<file path="config.mk">
export PLATFORM = sky130hd
export DESIGN_NAME = quicksort_buffer_sorter_unit
export DESIGN_NICKNAME = d
export VERILOG_FILES = /design/src/design/qbs_pkg.sv /design/src/design/quicksort_buffer_sorter_unit.sv
export VERILOG_INCLUDE_DIRS = /design/src /design/src/design
export SDC_FILE = /design/constraint.sdc
export NUM_CORES = 2
export LEC_CHECK = 0
export BUFFER_PORTS_ARGS = -buffer_cell sky130_fd_sc_hd__buf_4
export CORE_ASPECT_RATIO = 1.25
export CORE_MARGIN = 2
export CORE_UTILIZATION = 45
export DETAILED_ROUTE_END_ITERATION = 10
export PLACE_DENSITY = 0.67
export SLEW_MARGIN = 20
export SYNTH_ARGS = -nofsm -noshare
export SYNTH_HDL_FRONTEND = slang
export SYNTH_SLANG_ARGS = --single-unit
export TNS_END_PERCENT = 50
</file>
<file path="constraint.sdc">
create_clock -name i_clk -period 7.64 [get_ports i_clk]
set_clock_uncertainty 0.2 [all_clocks]
set_input_delay 0.382 -clock i_clk [delete_from_list [all_inputs] [get_ports i_clk]]
set_output_delay 0.382 -clock i_clk [all_outputs]
set_load 0.01 [all_outputs]
</file>
<file path="src/design/assert_macros.svh">
// Assertion helpers shared by the RTL.
`ifndef ASSERT_MACROS_SVH
`define ASSERT_MACROS_SVH

// Clocked assertion, quiet while reset is asserted.
`define QBS_ASSERT(lbl, prop, msg) \
    lbl: assert property (@(posedge i_clk) disable iff (!i_rst_n) prop) \
        else $error(msg);

// Clocked assertion that also holds through reset.
`define QBS_ASSERT_ALWAYS(lbl, prop, msg) \
    lbl: assert property (@(posedge i_clk) prop) \
        else $error(msg);

`endif

</file>
<file path="src/design/qbs_pkg.sv">
package qbs_pkg;

    localparam int DEPTH     = 64;
    localparam int IDX_W     = $clog2(DEPTH);
    localparam int CNT_W     = IDX_W + 1;
    localparam int STACK_MAX = DEPTH / 2;
    localparam int VAL_W     = 32;

    typedef struct packed {
        logic signed [VAL_W-1:0] value;
        logic                    last;
    } t_in_item;

    typedef struct packed {
        logic signed [VAL_W-1:0] value_res;
        logic                    last_res;
        logic                    truncated;
    } t_out_item;

endpackage

</file>
<file path="src/design/quicksort_buffer_sorter_unit.sv">
// Channel   Direction  Handshake                    Payload
// -------   ---------  ---------------------------  ---------------------------------
// input     in         start high while busy low    i_item   (value, last)
// result    out        o_strobe, one cycle, no hold o_result (value_res, last_res,
//                                                             truncated)
//
// Flow: loading takes one item per cycle. After the item marked last, the
//   sort runs with busy high: one element per cycle compared in a partition
//   scan, then the swaps, and per partition a pivot read, final pivot swap,
//   range stack push and pop. The single read port of the element store
//   sets this pace. Results then stream one per cycle.
// Reset: synchronous, active low; clears the fill count, overflow flag, stack
//   pointer, sequencer and strobe. The memories need no clearing pass.
// Stalls: none on the result side; the receiver takes every strobed item.
`include "assert_macros.svh"

module quicksort_buffer_sorter_unit (
    input  logic                i_clk,
    input  logic                i_rst_n,
    input  logic                start,
    output logic                busy,
    input  qbs_pkg::t_in_item   i_item,
    output logic                o_strobe,
    output qbs_pkg::t_out_item  o_result
);

    localparam int IW = qbs_pkg::IDX_W;
    localparam int CW = qbs_pkg::CNT_W;
    localparam int VW = qbs_pkg::VAL_W;
    localparam int SW = 2 * qbs_pkg::IDX_W;

    // sequencer codes
    localparam logic [3:0] S_IDLE   = 4'd0;
    localparam logic [3:0] S_PIV_RD = 4'd1;
    localparam logic [3:0] S_PIV_WT = 4'd2;
    localparam logic [3:0] S_ISTART = 4'd3;
    localparam logic [3:0] S_ISCAN  = 4'd4;
    localparam logic [3:0] S_JSTART = 4'd5;
    localparam logic [3:0] S_JSCAN  = 4'd6;
    localparam logic [3:0] S_DEC    = 4'd7;
    localparam logic [3:0] S_SW1    = 4'd8;
    localparam logic [3:0] S_SW2    = 4'd9;
    localparam logic [3:0] S_FIN1   = 4'd10;
    localparam logic [3:0] S_FIN2   = 4'd11;
    localparam logic [3:0] S_PUSHL  = 4'd12;
    localparam logic [3:0] S_POP    = 4'd13;
    localparam logic [3:0] S_POP_WT = 4'd14;
    localparam logic [3:0] S_OUT    = 4'd15;

    // element store and range stack, both with registered read data
    logic signed [VW-1:0] r_elem_mem [qbs_pkg::DEPTH];
    logic        [SW-1:0] r_stack_mem [qbs_pkg::DEPTH];
    logic signed [VW-1:0] r_elem_rd;
    logic        [SW-1:0] r_stk_rd;

    logic [3:0]           r_state, n_state;
    logic [CW-1:0]        r_count, n_count;
    logic                 r_ovf, n_ovf;
    logic [IW-1:0]        r_lo, n_lo;
    logic [IW-1:0]        r_hi, n_hi;
    logic [IW-1:0]        r_i, n_i;
    logic [IW-1:0]        r_j, n_j;
    logic [IW-1:0]        r_k, n_k;
    logic [CW-1:0]        r_top, n_top;
    logic signed [VW-1:0] r_pivot, n_pivot;
    logic signed [VW-1:0] r_vi, n_vi;
    logic signed [VW-1:0] r_vj, n_vj;
    logic                 r_strobe, n_strobe;
    logic                 r_res_last, n_res_last;
    logic                 r_res_trunc, n_res_trunc;

    logic                 elem_we;
    logic [IW-1:0]        elem_waddr;
    logic signed [VW-1:0] elem_wdata;
    logic [IW-1:0]        elem_raddr;
    logic                 stk_we;
    logic [IW-1:0]        stk_waddr;
    logic [SW-1:0]        stk_wdata;
    logic [IW-1:0]        stk_raddr;
    logic                 accept;

    assign busy   = (r_state != S_IDLE);
    assign accept = start && !busy;

    function automatic logic [IW-1:0] v_inext_j(input logic [IW-1:0] idx);
        return idx + IW'(1);
    endfunction

    always_comb begin
        logic [CW-1:0] v_cnt_m1;
        logic [IW-1:0] v_inext;
        logic [IW-1:0] v_jprev;
        logic          v_out_last;

        n_state     = r_state;
        n_count     = r_count;
        n_ovf       = r_ovf;
        n_lo        = r_lo;
        n_hi        = r_hi;
        n_i         = r_i;
        n_j         = r_j;
        n_k         = r_k;
        n_top       = r_top;
        n_pivot     = r_pivot;
        n_vi        = r_vi;
        n_vj        = r_vj;
        n_strobe    = 1'b0;
        n_res_last  = r_res_last;
        n_res_trunc = r_res_trunc;

        elem_we    = 1'b0;
        elem_waddr = r_i;
        elem_wdata = r_vj;
        elem_raddr = r_k;
        stk_we     = 1'b0;
        stk_waddr  = r_top[IW-1:0];
        stk_wdata  = {r_lo, r_hi};
        stk_raddr  = r_top[IW-1:0];

        v_inext    = r_i + IW'(1);
        v_jprev    = r_j - IW'(1);
        v_cnt_m1   = r_count - CW'(1);
        v_out_last = ({1'b0, r_k} == v_cnt_m1);

        unique case (r_state)
            S_IDLE: begin
                if (accept) begin
                    // store while room is left, else drop and flag the batch
                    if (r_count < CW'(qbs_pkg::DEPTH)) begin
                        elem_we    = 1'b1;
                        elem_waddr = r_count[IW-1:0];
                        elem_wdata = i_item.value;
                        n_count    = r_count + CW'(1);
                    end else begin
                        n_ovf = 1'b1;
                    end
                    if (i_item.last) begin
                        n_k   = '0;
                        n_top = '0;
                        n_lo  = '0;
                        n_hi  = IW'(n_count - CW'(1));
                        if (n_count < CW'(2)) begin
                            n_state = S_OUT;
                        end else begin
                            n_state = S_PIV_RD;
                        end
                    end
                end
            end
            S_PIV_RD: begin
                elem_raddr = r_lo;
                n_state    = S_PIV_WT;
            end
            S_PIV_WT: begin
                n_pivot = r_elem_rd;
                n_i     = r_lo;
                n_j     = r_hi;
                n_state = S_ISTART;
            end
            S_ISTART: begin
                if (r_i < r_hi) begin
                    elem_raddr = r_i;
                    n_state    = S_ISCAN;
                end else begin
                    n_state = S_JSTART;
                end
            end
            S_ISCAN: begin
                // advance over elements not above the pivot, one per cycle
                if (r_elem_rd <= r_pivot) begin
                    n_i = v_inext;
                    if (v_inext < r_hi) begin
                        elem_raddr = v_inext;
                    end else begin
                        n_state = S_JSTART;
                    end
                end else begin
                    n_vi    = r_elem_rd;
                    n_state = S_JSTART;
                end
            end
            S_JSTART: begin
                if (r_j > r_lo) begin
                    elem_raddr = r_j;
                    n_state    = S_JSCAN;
                end else begin
                    n_state = S_DEC;
                end
            end
            S_JSCAN: begin
                // retreat over elements above the pivot
                if (r_elem_rd > r_pivot) begin
                    n_j = v_jprev;
                    if (v_jprev > r_lo) begin
                        elem_raddr = v_jprev;
                    end else begin
                        n_state = S_DEC;
                    end
                end else begin
                    n_vj    = r_elem_rd;
                    n_state = S_DEC;
                end
            end
            S_DEC: begin
                n_state = (r_i < r_j) ? S_SW1 : S_FIN1;
            end
            S_SW1: begin
                elem_we    = 1'b1;
                elem_waddr = r_i;
                elem_wdata = r_vj;
                n_state    = S_SW2;
            end
            S_SW2: begin
                elem_we    = 1'b1;
                elem_waddr = r_j;
                elem_wdata = r_vi;
                n_state    = S_ISTART;
            end
            S_FIN1: begin
                // pivot still sits at lo; swap it with the element at j
                elem_we    = 1'b1;
                elem_waddr = r_lo;
                elem_wdata = r_vj;
                n_state    = S_FIN2;
            end
            S_FIN2: begin
                elem_we    = 1'b1;
                elem_waddr = r_j;
                elem_wdata = r_pivot;
                if ((CW'(r_j) + CW'(1) < CW'(r_hi)) && (r_top < CW'(qbs_pkg::DEPTH))) begin
                    stk_we    = 1'b1;
                    stk_waddr = r_top[IW-1:0];
                    stk_wdata = {v_inext_j(r_j), r_hi};
                    n_top     = r_top + CW'(1);
                end
                n_state = S_PUSHL;
            end
            S_PUSHL: begin
                if ((CW'(r_lo) + CW'(1) < CW'(r_j)) && (r_top < CW'(qbs_pkg::DEPTH))) begin
                    stk_we    = 1'b1;
                    stk_waddr = r_top[IW-1:0];
                    stk_wdata = {r_lo, v_jprev};
                    n_top     = r_top + CW'(1);
                end
                n_state = S_POP;
            end
            S_POP: begin
                if (r_top != '0) begin
                    stk_raddr = IW'(r_top - CW'(1));
                    n_top     = r_top - CW'(1);
                    n_state   = S_POP_WT;
                end else begin
                    n_k     = '0;
                    n_state = S_OUT;
                end
            end
            S_POP_WT: begin
                n_lo    = r_stk_rd[SW-1:IW];
                n_hi    = r_stk_rd[IW-1:0];
                n_state = S_PIV_RD;
            end
            S_OUT: begin
                // read one sorted element a cycle; it shows on the port next cycle
                elem_raddr  = r_k;
                n_strobe    = 1'b1;
                n_res_last  = v_out_last;
                n_res_trunc = r_ovf;
                if (v_out_last) begin
                    n_count = '0;
                    n_ovf   = 1'b0;
                    n_state = S_IDLE;
                end else begin
                    n_k = r_k + IW'(1);
                end
            end
            default: begin
                n_state = S_IDLE;
            end
        endcase
    end

    always_ff @(posedge i_clk) begin
        if (elem_we) begin
            r_elem_mem[elem_waddr] <= elem_wdata;
        end
        r_elem_rd <= r_elem_mem[elem_raddr];
    end

    always_ff @(posedge i_clk) begin
        if (stk_we) begin
            r_stack_mem[stk_waddr] <= stk_wdata;
        end
        r_stk_rd <= r_stack_mem[stk_raddr];
    end

    always_ff @(posedge i_clk) begin
        if (!i_rst_n) begin
            r_state  <= S_IDLE;
            r_count  <= '0;
            r_ovf    <= 1'b0;
            r_top    <= '0;
            r_strobe <= 1'b0;
        end else begin
            r_state  <= n_state;
            r_count  <= n_count;
            r_ovf    <= n_ovf;
            r_top    <= n_top;
            r_strobe <= n_strobe;
        end
    end

    always_ff @(posedge i_clk) begin
        r_lo        <= n_lo;
        r_hi        <= n_hi;
        r_i         <= n_i;
        r_j         <= n_j;
        r_k         <= n_k;
        r_pivot     <= n_pivot;
        r_vi        <= n_vi;
        r_vj        <= n_vj;
        r_res_last  <= n_res_last;
        r_res_trunc <= n_res_trunc;
    end

    assign o_strobe           = r_strobe;
    assign o_result.value_res = r_elem_rd;
    assign o_result.last_res  = r_res_last;
    assign o_result.truncated = r_res_trunc;

    `QBS_ASSERT(a_scan_in_range, (r_state == S_ISCAN) |-> (r_i < r_hi), "scan index past range")
    `QBS_ASSERT(a_stack_bound, r_top <= CW'(qbs_pkg::STACK_MAX), "range stack too deep")
    `QBS_ASSERT(a_busy_after_last, (start && !busy && i_item.last) |=> busy, "sort did not start")
    `QBS_ASSERT(a_strobe_from_out, o_strobe |-> ($past(r_state) == S_OUT), "stray result strobe")
    `QBS_ASSERT_ALWAYS(a_gap_after_last, (o_strobe && o_result.last_res) |=> !o_strobe, "result after last")

endmodule
</file>
Word level (Yosys, flattened, before mapping)
Memories as Yosys holds them, arrays and structs flattened. A register that Yosys moved wholly into a read port is not among the register bits.
Cells that the tools add are included.
{"block": "totals", "mem_count": 2, "ff_bits": 148, "elab_cells": 168, "input_bits": 36, "ram_bits": 2816, "out_inout_bits": 36}
{"block": "op_classes", "n_eq_ne": 29, "magnitude_cmp": 12, "n_mux": 71, "n_bitwise": 2, "add_sub_neg": 11, "n_reduce_logical": 26}
{"name": "r_elem_mem", "depth": 64, "width": 32, "rd": 1, "rd_clocked_by_memory_dff": 1, "write_ports": 1, "line": "quicksort_buffer_sorter_unit.sv:51", "source": "logic signed [VW-1:0] r_elem_mem [qbs_pkg::DEPTH];"}
{"name": "r_stack_mem", "depth": 64, "width": 12, "rd": 1, "rd_clocked_by_memory_dff": 1, "write_ports": 1, "line": "quicksort_buffer_sorter_unit.sv:52", "source": "logic [SW-1:0] r_stack_mem [qbs_pkg::DEPTH];"}
{"cell": "2-to-1 mux 6 bit", "count": 19}
{"cell": "case mux 32 bit (3 select lines)", "count": 1}
{"cell": "2-to-1 mux 7 bit", "count": 10}
{"cell": "2-to-1 mux 32 bit", "count": 2}
{"cell": "case mux 4 bit (15 select lines)", "count": 1}
{"cell": "case mux 6 bit (2 select lines)", "count": 4}
{"cell": "case mux 6 bit (3 select lines)", "count": 2}
{"cell": "== test 4 bit (second input constant)", "count": 8}
{"cell": "> comparator 32 bit", "count": 1}
{"cell": "less-or-equal comparator 32 bit", "count": 1}
{"cell": "2-to-1 mux 4 bit", "count": 8}
{"cell": "case mux 6 bit (5 select lines)", "count": 1}
{"cell": "case mux 7 bit (4 select lines)", "count": 1}
{"cell": "case mux 12 bit (2 select lines)", "count": 1}
{"cell": "inequality test 2 bit (second input constant)", "count": 11}
{"cell": "adder 6 x 1 -> 6 bit (second input constant)", "count": 3}
{"cell": "less-than comparator 6 bit", "count": 3}
{"cell": "== test 4 x 3 -> 1 bit (second input constant)", "count": 4}
{"cell": "2-to-1 mux 1 bit", "count": 15}
{"cell": "adder 6 x 1 -> 7 bit (second input constant)", "count": 2}
{"cell": "adder 7 x 1 -> 7 bit (second input constant)", "count": 2}
{"cell": "less-than comparator 7 x 6 -> 1 bit", "count": 2}
{"cell": "less-than comparator 7 bit (second input constant)", "count": 2}
{"cell": "case mux 7 bit (2 select lines)", "count": 1}
{"cell": "other kinds (26)", "count": 46}

Logic depth before layout (Yosys ltp)
{"block": "logic_depth", "word_depth": 10, "mapped_depth": 23, "ltp_nobuf": 17}

Worst setup path after synthesis
No wires, ideal clock.
{"block": "synth_path", "path_type": "register to register", "from": "reg r_state[0]", "to": "mem r_elem_mem[57][0] (netlist name), enable pin", "path_buffers": 3, "setup_time_ps": 461, "setup_slack_ps": 1982, "path_stages_with_launch": 11, "required_ps": 6979, "arrival_ps": 4997, "period_less_slack_ps": 5658, "path_cell_list": "dfxtp_1 -> clkbuf_1 -> buf_1 -> nor4_1 -> nand2_1 -> nor2_1 -> o21bai_1 -> clkbuf_1 -> a221oi_1 -> nand2_1 -> nor3_1"}
{"block": "synth_between", "elab_chain_len": 7, "elab_cells_between_ends": 16}
{"item": "start, declared", "line": "quicksort_buffer_sorter_unit.sv:56", "source": "logic [3:0] r_state, n_state;"}
{"item": "start signal, assigned", "line": "quicksort_buffer_sorter_unit.sv:304", "source": "r_state <= n_state;"}
{"item": "nonzero test 4 bit", "line": "quicksort_buffer_sorter_unit.sv:82", "source": "assign busy = (r_state != S_IDLE);"}
{"item": "zero test 1 bit", "line": "quicksort_buffer_sorter_unit.sv:83", "source": "assign accept = start && !busy;"}
{"item": "logical AND 1 bit", "line": "quicksort_buffer_sorter_unit.sv:83"}
{"item": "2-to-1 mux 1 bit", "line": "quicksort_buffer_sorter_unit.sv:127", "source": "if (accept) begin"}
{"item": "case mux 1 bit (2 select lines)", "line": "quicksort_buffer_sorter_unit.sv:125", "source": "unique case (r_state)"}
{"item": "2-to-1 mux 1 bit", "line": "quicksort_buffer_sorter_unit.sv:283", "source": "if (elem_we) begin"}
{"item": "2-to-1 mux 1 bit (not written as such)", "line": "quicksort_buffer_sorter_unit.sv:284", "source": "r_elem_mem[elem_waddr] <= elem_wdata;"}
{"item": "end, declared", "line": "quicksort_buffer_sorter_unit.sv:51"}
Several ways; a longest one is shown, not always the timed one.

Worst setup path after layout
{"block": "layout_path", "from": "reg r_elem_rd[23] (read register of r_elem_mem)", "to": "reg r_elem_rd[13] (read register of r_elem_mem)"}
{"block": "layout_between", "elab_chain_len": 3, "elab_cells_between_ends": 5}
{"item": "start, declared", "line": "quicksort_buffer_sorter_unit.sv:53", "source": "logic signed [VW-1:0] r_elem_rd;"}
{"item": "> comparator 32 bit / less-or-equal comparator 32 bit (equally long branches)", "line": "quicksort_buffer_sorter_unit.sv:192, quicksort_buffer_sorter_unit.sv:170"}
{"item": "2-to-1 mux 6 bit, on equally long branches", "line": "quicksort_buffer_sorter_unit.sv:192, quicksort_buffer_sorter_unit.sv:170"}
{"item": "case mux 6 bit (5 select lines) (*)", "line": "quicksort_buffer_sorter_unit.sv:125"}
Mark *: on every way between the ends. The rest lies on a longest branch, timed or not.
A chain may end at the register's enable or synchronous reset.

==> metrics list <==
* Count of vias placed by the detailed router: between 60,000 and 70,000
- Startpoint of the lowest-slack hold path: i_item[23]
- Critical Path Fanout Max: a little under 90
* Footprint of the multi-input gates: roughly 0.028 mm2
* Chip Height: about 580 um
* Area growth from synthesis to layout: 14.0%
- Hold Violations, Final: 0
- Synthesized flop and latch total: approximately 3,000
- Relative slew slack: between 20% and 30%
* Final worst path period share: about nine tenths
- The region available for standard cell placement spans 0.262 mm2.
- After clock tree synthesis, the clock-pin slew on the worst setup and hold paths is about 0.06 ns.
* Async S/R FF share, synth: 0%
* Leading register cell type out of synthesis: sky130_fd_sc_hd__edfxtp_1
- The layout has between 20,000 and 25,000 filler cells.
* Largest incremental delay on the critical path: ~0.79 ns
- RSZ-0062 raised after global routing: no
- Global routing consumed, over all layers together, 23.3% of the routing resources.
- Average wire per standard cell: around 31 um
* Clock Path Buffers: 4
- The first global-routing pass estimated 455,000 um of wire.
- In this run the core area contains 210 standard-cell rows.
- The final-report max-slew violation count is 0.
- The design draws around 58,000 uW.
- Once detail routing completed, the nets flagged for antenna violations numbered 0.
* Resized Gates After CTS: 0
* Critical path's slowest cell: sky130_fd_sc_hd__a21oi_4
- Cell count after synthesis: roughly 6,300
- Area share of the largest cell type after synthesis: roughly 74%
- Initial DRT Pass Iterations: 10
- After detailed routing, the number of remaining DRC violations is 0.
- After synthesis, the netlist uses between 70 and 80 different library cells.
- Dividing total power by cell area gives a power density of about 430 mW/mm2.
- Overflow left after global routing: 0
- The die is ~460 um wide.
- For this design the top-level I/O count stands at 72.
* Leakage dissipation: 0.0430 uW
* Initial core utilization: 45.3%
* Setup Total Neg Slack: 0 ns
- Leading post-synthesis cells by cell area: sky130_fd_sc_hd__edfxtp_1 (74%), sky130_fd_sc_hd__mux4_2 (9.7%), sky130_fd_sc_hd__mux2i_1 (2.2%)
* Max_cap viols: 0
* Number of clock sinks seen by CTS: ~3,000
- Worst Path Required: between 8 and 9 ns
- Summing the sequential cell areas from Yosys gives between 70% and 80% of the chip area.
* Post-Synthesis Mean Instance Area: between 15 and 20 um2
- Buffers added on ports: just over 70
- At the pin with the least slew margin, the transition time is roughly 1.1 ns.
- TritonCTS built the clock tree.
- STA classifies the critical path startpoint as a flip-flop.
- Clock root cell: sky130_fd_sc_hd__clkbuf_16
- Initial antenna violation count: 27
* Pin count of the biggest net entering global routing: between 90 and 100
- Summing every instance area after synthesis gives approximately 0.12 mm2.
- STA classifies the critical path endpoint as a flip-flop.
* Number of flops mapped to enable cells by yosys: ~2,900
* Setup violation total in the final timing report: 0
- Deepest level of the CTS H-tree: 5
- Tracing the worst setup path back leads to its startpoint at r_elem_rd[23]$_DFF_P_.
* Yosys top cell by area: sky130_fd_sc_hd__edfxtp_1
* Commonest non-fill, non-tap cells in the layout: sky130_fd_sc_hd__edfxtp_1 (2,944), sky130_fd_sc_hd__mux4_2 (512), sky130_fd_sc_hd__buf_4 (331), sky130_fd_sc_hd__clkbuf_16 (306), sky130_fd_sc_hd__mux2i_1 (260)
- Summing all flip-flop and latch instances after layout gives roughly 0.090 mm2.
* Highest achievable clock rate: ~140 MHz
- Time the final worst path needs with I/O delays and setup: between 7 and 8 ns
* Number of nets in the final layout: 6,689
* Routed Wire Length: approximately 320,000 um
- Once detailed placement completed, the half-perimeter wirelength came to about 180,000 um.
- Ys Warns: 0
- Peak supply drop: 0.646 mV
- The die covers 0.268 mm2.
- Arrival time of the worst setup path: 7.42 ns
- At the later pin of the worst-skew pair, clock insertion delay measures 0.88 ns.
- In this run the worst hold path is classified as input port to flip-flop.
* Most common cell after layout, fill and taps aside: sky130_fd_sc_hd__edfxtp_1
- The worst register-to-register path begins at r_elem_rd[23]$_DFF_P_.
- Outcome: finished clean
* Crit-path cells: ha_1, nand4_1, nor4_1, a211oi_1, a21boi_1, buf_4, o21a_1, mux2_2, a21oi_4, nor2_4, buf_12, mux4_2, a22oi_1, and4_1, nand4b_1
- Via count of the first global-routing pass: between 60,000 and 70,000
- Share of cells above drive strength 1: 21.5%
* Violation count after the first detailed-routing iteration: around 9,000
- In the routed layout, each cell is associated on average with a via count of roughly 6.2.
* Crit Path Class: flip-flop to flip-flop
- Net count after synthesis: approximately 6,400
- At the end of routability-driven placement, the weighted congestion stood at 0.868.
* Clock buffers created by TritonCTS: around 300
## final cells by class
class                           count  area share, %
Clock inverter                    172           1.22
Inverter                           66          0.183
Tap cell                         3498           3.23
Timing Repair Buffer              369           2.37
Antenna cell                       87          0.161
Clock buffer                      364           5.84
Multi-Input combinational cell   2828           20.7
Sequential cell                  3008           66.3
## kinds of logic (layout without fill, tap and decap cells)
logic type / Yosys count / after routing / share of synthesized area [%]
adder cells (fa/ha/maj): 79 / 79 / 0.833
flip-flops: 3008 / 3008 / 75.6
buffers and inverters: 468 / 971 / 1.62
other: 0 / 87 / 0
AO/OA/AOI/OAI: 1041 / 1041 / 6.09
multiplexers: 778 / 778 / 12.0
AND/OR/NAND/NOR: 889 / 889 / 3.62
XOR/XNOR: 41 / 41 / 0.303
## flip-flops by register name, summed over array words and instances (netlist names)
register,count
r_i,6
r_pivot,32
r_hi,6
o_strobe,1
r_j,6
r_stack_mem,768
r_stk_rd,12
r_elem_mem,2048
r_elem_rd,32
r_vj,32
r_k,6
r_state,4
r_top,7
r_count,7
r_ovf,1
r_lo,6
r_res_trunc,1
r_res_last,1
r_vi,32
## worst max-delay path, delay by kind of cell, from the launching register on
kind | cells | cell delay [ns]
AOI/OAI and AO/OA | 5 | 2.31
and+or+nand+nor | 5 | 1.67
muxes | 2 | 1.02
buffers and inverters | 2 | 0.56
DFF | 1 | 0.42
adders and majority gates | 1 | 0.39
## per-stage QoR
stage	cells	hold slack, ns	worst slack [ns]	utilization (%)	area, um2
2_1_floorplan	6304	0.209	1.98	-	119000
3_3_place_gp	9760	0.248	0.609	47.9	125000
3_5_place_dp	9762	0.239	0.755	47.9	125000
4_1_cts	10300	0.0489	0.750	51.6	135000
5_1_grt	10400	0.111	0.454	51.7	135000
6_report	10400	0.124	0.633	51.7	135000
## routing by layer
layer | vias up | track usage, % | routed length [um]
met3 | 584 | 3.81 | 28200
li1 | 26700 | - | -
met2 | 3423 | 38.2 | 155000
met4 | 8 | 10.9 | 15100
met1 | 33700 | 30.5 | 120000
met5 | - | 0 | 36
## path summary, 6_finish.rpt
kind	endpoint	slack [ns]	depth (start not counted)
hold / removal	r_elem_mem[0][22]$_DFFE_PP_	0.12	3
hold reg to reg	r_res_trunc$_DFFE_PP_	0.27	0
setup / recovery	r_elem_rd[13]$_DFF_P_	0.63	15
setup reg to reg	r_elem_rd[13]$_DFF_P_	0.63	15
## what timing repair did
| action | in CTS | in global routing |
|---|---|---|
| hold buffers | 5 | 0 |
| hold endpoints to repair | 40 | 0 |
| setup buffers | 0 | 0 |
## synthesized netlist by cell type (66+ instances only)
| master | n |
|---|---|
| sky130_fd_sc_hd__nand2_1 | 286 |
| sky130_fd_sc_hd__a211oi_1 | 196 |
| sky130_fd_sc_hd__mux2i_1 | 261 |
| sky130_fd_sc_hd__nand3_1 | 168 |
| sky130_fd_sc_hd__inv_1 | 66 |
| sky130_fd_sc_hd__nor2_1 | 194 |
| sky130_fd_sc_hd__a21oi_1 | 73 |
| sky130_fd_sc_hd__o21ai_0 | 245 |
| sky130_fd_sc_hd__a22oi_1 | 169 |
| sky130_fd_sc_hd__ha_1 | 79 |
| sky130_fd_sc_hd__mux4_2 | 512 |
| sky130_fd_sc_hd__clkbuf_1 | 285 |
| sky130_fd_sc_hd__buf_2 | 66 |
| sky130_fd_sc_hd__edfxtp_1 | 2944 |
## power by group
part | internal (uW) | switching (uW) | total, uW | leakage (uW)
combinational | 8010 | 14800 | 22800 | 0.0113
sequential | 20700 | 475 | 21200 | 0.0271
clock | 8290 | 6240 | 14500 | 0.00466
total | 37000 | 21500 | 58500 | 0.0430
(Power assumes the default switching activity.)
